$ cat config.mk
export PLATFORM = sky130hd
export DESIGN_NAME = rc_ppm_capture_and_regenerate_unit
export DESIGN_NICKNAME = d
export VERILOG_FILES = /design/src/rtl/rcppm_pkg.sv /design/src/rtl/rcppm_decoder.sv /design/src/rtl/rcppm_generator.sv /design/src/rtl/rc_ppm_capture_and_regenerate_unit.sv
export SDC_FILE = /design/constraint.sdc
export NUM_CORES = 1
export LEC_CHECK = 0
export ABC_AREA = 0
export BUFFER_PORTS_ARGS = -buffer_cell sky130_fd_sc_hd__buf_2
export CAP_MARGIN = 20
export CORE_UTILIZATION = 65
export DETAILED_ROUTE_END_ITERATION = 10
export PLACE_DENSITY = 0.83
export RECOVER_POWER = 50
export SYNTH_ARGS = -nofsm -noshare
export SYNTH_HDL_FRONTEND = slang
export SYNTH_HIERARCHICAL = 1
export SYNTH_SLANG_ARGS = --single-unit
$ cat constraint.sdc
create_clock -name clock -period 17.08 [get_ports clock]
set_clock_uncertainty 0.1 [all_clocks]
set_input_delay 0.854 -clock clock [delete_from_list [all_inputs] [get_ports clock]]
set_output_delay 0.854 -clock clock [all_outputs]
set_load 0.005 [all_outputs]
$ cat src/rtl/rcppm_pkg.sv
// Shared types and constants for the PPM capture and regenerate unit.
// No dependencies.
package rcppm_pkg;

   localparam int VAL_W  = 16;
   localparam int CHAN_W = 4;
   localparam int CSR_W  = 2;

   localparam logic [VAL_W-1:0] VAL_MAX = '1;

   // configuration register indexes
   localparam logic [CSR_W-1:0] CSR_SYNC_THRESHOLD = 2'd0;
   localparam logic [CSR_W-1:0] CSR_PAUSE_TICKS    = 2'd1;
   localparam logic [CSR_W-1:0] CSR_FRAME_TICKS    = 2'd2;

   localparam logic [VAL_W-1:0] SYNC_THRESHOLD_RST = 16'd3000;
   localparam logic [VAL_W-1:0] PAUSE_TICKS_RST    = 16'd300;
   localparam logic [VAL_W-1:0] FRAME_TICKS_RST    = 16'd22500;
   localparam logic [VAL_W-1:0] COUNTDOWN_RST      = 16'd100;

   // one stored channel width, as seen this tick
   typedef struct packed {
      logic              strobe;
      logic [CHAN_W-1:0] channel;
      logic [VAL_W-1:0]  width;
   } capture_type;

endpackage

$ cat src/rtl/rcppm_decoder.sv
// PPM input decoder: falling edge interval timer and channel index.
// Depends on rcppm_pkg.
module rcppm_decoder #(
   parameter int CHANNELS = 8
) (
   input  logic                        clock,
   input  logic                        reset,
   input  logic                        step,
   input  logic                        level,
   input  logic [rcppm_pkg::VAL_W-1:0] sync_threshold,
   output rcppm_pkg::capture_type      capture,
   output logic                        sync_seen
);

   localparam int CNT_W = $clog2(CHANNELS + 1);
   localparam int CW    = rcppm_pkg::CHAN_W;
   localparam int VW    = rcppm_pkg::VAL_W;

   logic             prev_ff, prev_in;
   logic [VW-1:0]    count_ff, count_in;
   logic [CNT_W-1:0] index_ff, index_in;
   logic [VW-1:0]    count_inc;
   logic             fall;

   always_comb begin
      count_inc = (count_ff == rcppm_pkg::VAL_MAX) ? count_ff : count_ff + VW'(1);
      fall      = prev_ff & ~level;
      prev_in   = level;
      count_in  = count_inc;
      index_in  = index_ff;
      capture   = '0;
      sync_seen = 1'b0;
      if (fall) begin
         count_in = '0;
         if (count_inc >= sync_threshold) begin
            index_in  = '0;
            sync_seen = 1'b1;
         end else if (index_ff < CNT_W'(CHANNELS)) begin
            capture.strobe  = 1'b1;
            capture.channel = CW'(index_ff);
            capture.width   = count_inc;
            index_in        = index_ff + CNT_W'(1);
         end
      end
   end

   always_ff @(posedge clock) begin
      if (reset) begin
         prev_ff  <= 1'b0;
         count_ff <= '0;
         index_ff <= '0;
      end else if (step) begin
         prev_ff  <= prev_in;
         count_ff <= count_in;
         index_ff <= index_in;
      end
   end

endmodule

$ cat src/rtl/rcppm_generator.sv
// PPM output generator: channel width store, pulse/gap countdown and frame fill.
// Depends on rcppm_pkg.
module rcppm_generator #(
   parameter int CHANNELS = 8
) (
   input  logic                        clock,
   input  logic                        reset,
   input  logic                        step,
   input  rcppm_pkg::capture_type      capture,
   input  logic [rcppm_pkg::VAL_W-1:0] pause_ticks,
   input  logic [rcppm_pkg::VAL_W-1:0] frame_ticks,
   output logic                        out_level
);

   localparam int CNT_W = $clog2(CHANNELS + 1);
   localparam int IDX_W = (CHANNELS > 1) ? $clog2(CHANNELS) : 1;
   localparam int VW    = rcppm_pkg::VAL_W;
   localparam int CW    = rcppm_pkg::CHAN_W;

   logic [VW-1:0]    width_ff [CHANNELS];
   logic [VW-1:0]    cd_ff, cd_in;
   logic             pulse_ff, pulse_in;
   logic [CNT_W-1:0] gidx_ff, gidx_in;
   logic [VW-1:0]    elapsed_ff, elapsed_in;
   logic             out_ff, out_in;
   logic [VW-1:0]    elapsed_inc, chan_width, sub_a, sub_b;
   logic [VW-1:0]    diff;
   logic [VW-1:0]    load;
   logic             from_capture;

   always_comb begin
      elapsed_inc = (elapsed_ff == rcppm_pkg::VAL_MAX) ? elapsed_ff
                                                       : elapsed_ff + VW'(1);
      // this tick's capture lands before the generator reads the store
      from_capture = capture.strobe && (capture.channel == CW'(gidx_ff));
      chan_width   = from_capture ? capture.width : width_ff[gidx_ff[IDX_W-1:0]];

      if (pulse_ff) begin
         sub_a = pause_ticks;
         sub_b = '0;
      end else if (gidx_ff < CNT_W'(CHANNELS)) begin
         sub_a = chan_width;
         sub_b = pause_ticks;
      end else begin
         sub_a = frame_ticks;
         sub_b = elapsed_inc;
      end
      diff = sub_a - sub_b;
      load = (sub_a <= sub_b) ? VW'(1) : diff;

      cd_in      = cd_ff - VW'(1);
      pulse_in   = pulse_ff;
      gidx_in    = gidx_ff;
      elapsed_in = elapsed_inc;
      out_in     = out_ff;
      if (cd_ff <= VW'(1)) begin
         cd_in    = load;
         pulse_in = ~pulse_ff;
         out_in   = ~pulse_ff;
         if (!pulse_ff) begin
            if (gidx_ff < CNT_W'(CHANNELS)) begin
               gidx_in = gidx_ff + CNT_W'(1);
            end else begin
               gidx_in    = '0;
               elapsed_in = '0;
            end
         end
      end
      out_level = out_in;
   end

   always_ff @(posedge clock) begin
      if (reset) begin
         cd_ff      <= rcppm_pkg::COUNTDOWN_RST;
         pulse_ff   <= 1'b1;
         gidx_ff    <= '0;
         elapsed_ff <= '0;
         out_ff     <= 1'b1;
         for (int i = 0; i < CHANNELS; i++) begin
            width_ff[i] <= '0;
         end
      end else if (step) begin
         cd_ff      <= cd_in;
         pulse_ff   <= pulse_in;
         gidx_ff    <= gidx_in;
         elapsed_ff <= elapsed_in;
         out_ff     <= out_in;
         if (capture.strobe) begin
            width_ff[capture.channel[IDX_W-1:0]] <= capture.width;
         end
      end
   end

endmodule

$ cat src/rtl/rc_ppm_capture_and_regenerate_unit.sv
// Top level of the PPM capture and regenerate unit: channels, settings, result register.
// Depends on rcppm_pkg, rcppm_decoder and rcppm_generator.
//
//   channel  direction  ports                                       word
//   req      in         req_valid/ready, req_ppm_level              one tick of input line
//   rsp      out        rsp_valid/ready, rsp_out_level, rsp_capture_*,
//                       rsp_sync_seen                                one tick of results
//   csr      in         csr_valid/ready, csr_index, csr_data        one register write
//
// One word per cycle unless rsp stalls: a tick is accepted whenever the result register is
// empty or being emptied in the same cycle, and its result reaches that register next cycle.
// The whole tick update (decoder, width store, countdown) is one pass of combinational
// logic from the state registers into the result register. Reset returns the settings,
// decoder and generator state (not the result word) to power-on values; the width store
// is cleared at once. A stalled rsp holds its word and stops further req acceptance.
module rc_ppm_capture_and_regenerate_unit #(
   parameter int CHANNELS = 8
) (
   input  logic                        clock,
   input  logic                        reset,
   input  logic                        req_valid,
   output logic                        req_ready,
   input  logic                        req_ppm_level,
   output logic                        rsp_valid,
   input  logic                        rsp_ready,
   output logic                        rsp_out_level,
   output logic                        rsp_capture_strobe,
   output logic [rcppm_pkg::CHAN_W-1:0] rsp_capture_channel,
   output logic [rcppm_pkg::VAL_W-1:0] rsp_capture_width,
   output logic                        rsp_sync_seen,
   input  logic                        csr_valid,
   output logic                        csr_ready,
   input  logic [rcppm_pkg::CSR_W-1:0] csr_index,
   input  logic [rcppm_pkg::VAL_W-1:0] csr_data
);

   logic [rcppm_pkg::VAL_W-1:0] sync_thr_ff, pause_ff, frame_ff;
   logic                        rsp_valid_ff, rsp_valid_in;
   logic                        level_ff, level_in;
   rcppm_pkg::capture_type      cap_ff, cap_in;
   logic                        sync_ff, sync_in;
   logic                        step;

   assign csr_ready = 1'b1;
   assign req_ready = ~rsp_valid_ff | rsp_ready;
   assign step      = req_valid & req_ready;

   always_ff @(posedge clock) begin
      if (reset) begin
         sync_thr_ff <= rcppm_pkg::SYNC_THRESHOLD_RST;
         pause_ff    <= rcppm_pkg::PAUSE_TICKS_RST;
         frame_ff    <= rcppm_pkg::FRAME_TICKS_RST;
      end else if (csr_valid) begin
         unique case (csr_index)
            rcppm_pkg::CSR_SYNC_THRESHOLD: sync_thr_ff <= csr_data;
            rcppm_pkg::CSR_PAUSE_TICKS:    pause_ff    <= csr_data;
            rcppm_pkg::CSR_FRAME_TICKS:    frame_ff    <= csr_data;
            default: ;
         endcase
      end
   end

   rcppm_decoder #(.CHANNELS(CHANNELS)) u_decoder (
      .clock          (clock),
      .reset          (reset),
      .step           (step),
      .level          (req_ppm_level),
      .sync_threshold (sync_thr_ff),
      .capture        (cap_in),
      .sync_seen      (sync_in)
   );

   rcppm_generator #(.CHANNELS(CHANNELS)) u_generator (
      .clock       (clock),
      .reset       (reset),
      .step        (step),
      .capture     (cap_in),
      .pause_ticks (pause_ff),
      .frame_ticks (frame_ff),
      .out_level   (level_in)
   );

   assign rsp_valid_in = step | (rsp_valid_ff & ~rsp_ready);

   always_ff @(posedge clock) begin
      if (reset) begin
         rsp_valid_ff <= 1'b0;
      end else begin
         rsp_valid_ff <= rsp_valid_in;
      end
   end

   always_ff @(posedge clock) begin
      if (step) begin
         level_ff <= level_in;
         cap_ff   <= cap_in;
         sync_ff  <= sync_in;
      end
   end

   assign rsp_valid           = rsp_valid_ff;
   assign rsp_out_level       = level_ff;
   assign rsp_capture_strobe  = cap_ff.strobe;
   assign rsp_capture_channel = cap_ff.channel;
   assign rsp_capture_width   = cap_ff.width;
   assign rsp_sync_seen       = sync_ff;

endmodule

==> run_results.csv <==
group,metric,value,unit
detailed_routing,wl,35900,um
synth,synth-seq-cells,262,
min_path,hold_class,"reg -> reg",
setup_path,endpoint_kind,"register",
detailed_routing,vias_per_cell,6.38,
detailed_routing,final_antenna_net_count,0,
sta,setup_viol,0,
floorplanning,initial_core_util,66.8,%
placement,port_buffers,48,
floorplanning,fp.coreArea,21200,um^2
floorplanning,die_w,149,um
synth,yosys.area_share.xor_xnor,2.91,%
synth,synth_compound_area_share,11.3,%
floorplanning,rows,53,
clock_network,max-clock-path-buffers,3,
setup_path,worst_ep_arrival_time,8510,ps
synth,yosysTopAreaCellShare,32.1,%
placement,place.gp.congestion,0.920,
global_route,grt-ovfl-total,0,
cells_and_area,regArea,6760,um^2
setup_path,regToRegStartpoint,"u_decoder/count_ff[0]",
sta,relSlewSlack,-81.7,%
synth,synth-simple-area-share,20.7,%
detailed_routing,drt_first_pass_iters,6,
setup_path,required,17260,ps
global_route,grt_pass1_vias,10100,
cells_and_area,nets,1448,
synth,ys_warn_count,6,
setup_path,worstReg2RegEnd,"u_generator/cd_ff[0]",
cells_and_area,fill_cells,1467,
cells_and_area,syn2layout_area_growth,8.98,%
clock_network,htree_levels,1,
clock_network,clock-sinks,262,
synth,synthFlopType,"edfxtp_1",
run_status,violations,"capacitance limit, slew limit",
setup_path,cp_max_fo,18,
sta,rsz0062_at_grt,"no",
setup_path,worstSetupPathType,"reg -> reg",
sta,fin_ws,8750,ps
cells_and_area,layout_common_cells,"edfxtp_1 (151), nor2_1 (135), and2_1 (112)",
global_route,grt_use_total,32.9,%
clock_network,post_cts_buffers,0,
run_status,status,"complete, but fails checks",
synth,async_reset_ff_share,0,%
sta,hold_viol,0,
setup_path,rrSetupSlack,8750,ps
floorplanning,io_pins,50,
min_path,whs_endpoint,"sync_thr_ff[6]",
detailed_routing,drc,0,
power_and_ir_drop,powerDensity,93.1,nW/um^2
synth,syn_nets,1428,
sta,drv_slew,200,
synth,synthAdderAreaFrac,3.50,%
power_and_ir_drop,p_leak,0.00585,uW
run,maxCapViolCount,4,
synth,synth-edff-count,151,
global_route,antenna_found_initial,0,
synth,synthTopCellsByArea,"edfxtp_1 (32%), dfxtp_1 (16%), and2_1 (5.9%)",
min_path,hp-start,"sync_thr_ff[6]",
sta,worstMarginPinSlew,2730,ps
cells_and_area,fin_util,72.8,%
synth,synth_seq_area_share,47.8,%
synth,syn_area_per_cell,10.4,um^2
clock_network,cts_root_buf,"clkbuf_16",
synth,synth_top_family_by_area,"simple AND/OR/NAND/NOR gates",
power_and_ir_drop,peakVddDrop,0.102,mV
clock_network,path_clk_slew,60,ps
placement,place_ws,9050,ps
floorplanning,die_area,22300,um^2
detailed_routing,vias,10700,
clock_network,tritoncts,"yes",
clock_network,cts.hold.buffers_added,0,
placement,dp_hpwl,23800,um
setup_path,reg2reg_depth,24,
min_path,hold_depth,2,
sta,fin_crit_sh,48.8,%
clock_network,cts_made_buffers,27,
sta,fmax,120,MHz
cells_and_area,diodes,0,
cells_and_area,final_common_cell,"edfxtp_1",
clock_network,clk_latency,550,ps
floorplanning,die_h,149,um
synth,netlist_instances,1365,
sta,tns,0,ps
synth,synthesis.area,14100,um^2
detailed_routing,drtIter0Drc,1055,
synth,synth_cell_type_count,76,
clock_network,cts_resized,0,
synth,synth_top_area_cell,"edfxtp_1",
sta,period_needed,8330,ps
cells_and_area,multi_input_area,6850,um^2
global_route,grt_pass1_wl,56000,um
setup_path,crit_path_start_kind,"register",
global_route,grt_max_degree,67,
synth,synthMuxAreaShare,10.2,%
detailed_routing,routedWlPerCell,21.3,um
cells_and_area,layout-drive-gt1-share,10.7,%
[routing by layer]
layer	global-route usage, %	wire (um)	up-vias
met4	10.6	960	0
met3	4.94	3240	75
met5	0	0	-
met2	53.7	17000	540
li1	-	-	4947
met1	45.1	14600	5155
[through the flow]
| step | power (uW) | std cells | hold slack, ps | cell area, um^2 |
|---|---|---|---|---|
| CTS | 1440 | 1678 | 374 | 15500 |
| floorplan | 778 | 1365 | 335 | 14100 |
| global route | 1480 | 1680 | 390 | 15400 |
| global placement | 804 | 1629 | 344 | 14500 |
| detailed placement | 808 | 1629 | 360 | 14500 |
| finish | 1430 | 1680 | 380 | 15400 |
[how the worst max path moves through the flow]
stage / startpoint / endpoint
after CTS: u_decoder/count_ff[0] / u_generator/cd_ff[0]
after floorplan: u_decoder/count_ff[0] / u_generator/cd_ff[0]
after global placement: u_decoder/count_ff[0] / u_generator/cd_ff[0]
final: u_decoder/count_ff[0] / u_generator/cd_ff[0]
after global routing: u_decoder/count_ff[0] / u_generator/cd_ff[0]
after detailed placement: u_decoder/count_ff[0] / u_generator/cd_ff[0]
[state kept, by name, indices dropped and copies added (netlist names), named ones only]
signal / flops
frame_ff: 16
pause_ff: 16
rsp_capture_channel: 4
rsp_capture_strobe: 1
rsp_capture_width: 16
rsp_out_level: 1
rsp_sync_seen: 1
rsp_valid: 1
sync_thr_ff: 16
u_decoder/count_ff: 16
u_decoder/index_ff: 4
u_decoder/prev_ff: 1
u_generator/cd_ff: 16
u_generator/elapsed_ff: 16
u_generator/gidx_ff: 4
u_generator/out_ff: 1
u_generator/pulse_ff: 1
u_generator/width_ff: 128
[logic make-up after synthesis]
| logic type | count (synthesis) |
|---|---|
| buffers and inverters | 117 |
| DFF | 262 |
| other | 2 |
| adders and majority gates | 39 |
| muxes | 104 |
| and+or+nand+nor | 543 |
| xor gates and xnor gates | 47 |
| AOI/OAI and AO/OA | 251 |
[Yosys cell counts (3+ instances only)]
cell / count
buf_4: 3
xnor2_1: 25
edfxtp_1: 151
nand3_1: 23
clkbuf_1: 47
ha_1: 38
o21ai_0: 74
nand4_1: 10
o21bai_1: 3
xor2_1: 22
nor3_1: 29
o31ai_1: 7
and4_1: 4
inv_1: 42
a21o_1: 10
o21ai_1: 6
o2111ai_1: 3
dfxtp_1: 111
or3_1: 5
nor2b_1: 14
or2_2: 11
nand2_1: 76
mux2i_1: 69
and2_1: 134
buf_6: 4
mux4_2: 32
buf_1: 7
nand2b_1: 52
mux2_2: 3
a21oi_1: 67
a32o_1: 4
nand3b_1: 9
o211ai_1: 8
a211oi_1: 26
nor4_2: 3
and3_1: 10
a211o_1: 5
a21boi_0: 3
o21a_1: 6
buf_2: 12
nor4_1: 9
a31oi_1: 7
nor2_1: 135
[worst max-delay path, stage by stage (launching register included)]
cell       delay [ps]
dfxtp_1           430
ha_1              260
nand3_1           320
or3_1             520
o21ai_0           220
xnor2_1           160
ha_1              270
a211oi_1          220
o21ai_0           150
a21oi_1           530
o211ai_1          270
clkbuf_1          420
a21oi_1           990
nor2_1            130
a211oi_1          250
a21oi_1            70
o21ai_0           430
fa_1              330
a211oi_1          100
o21ai_0           340
a31oi_1           220
o31a_1            360
nor3_2            650
and3_1            240
a2111oi_0          60
[area by class of cell]
class,count,share of cell area [%]
clock buffer,31,4.55
clock inverter,18,1.67
inverter,43,1.05
multi-input combinational,986,44.5
sequential,262,43.9
tap,275,2.23
timing repair buffer,65,2.16
[power by group]
part	leakage (uW)	internal, uW	switching (uW)	total, uW
registers	0.00242	688	12.5	701
clock network	0.000476	386	251	638
logic	0.00296	36.4	59.5	95.9
No activity file was read; power rests on OpenSTA's default activity.
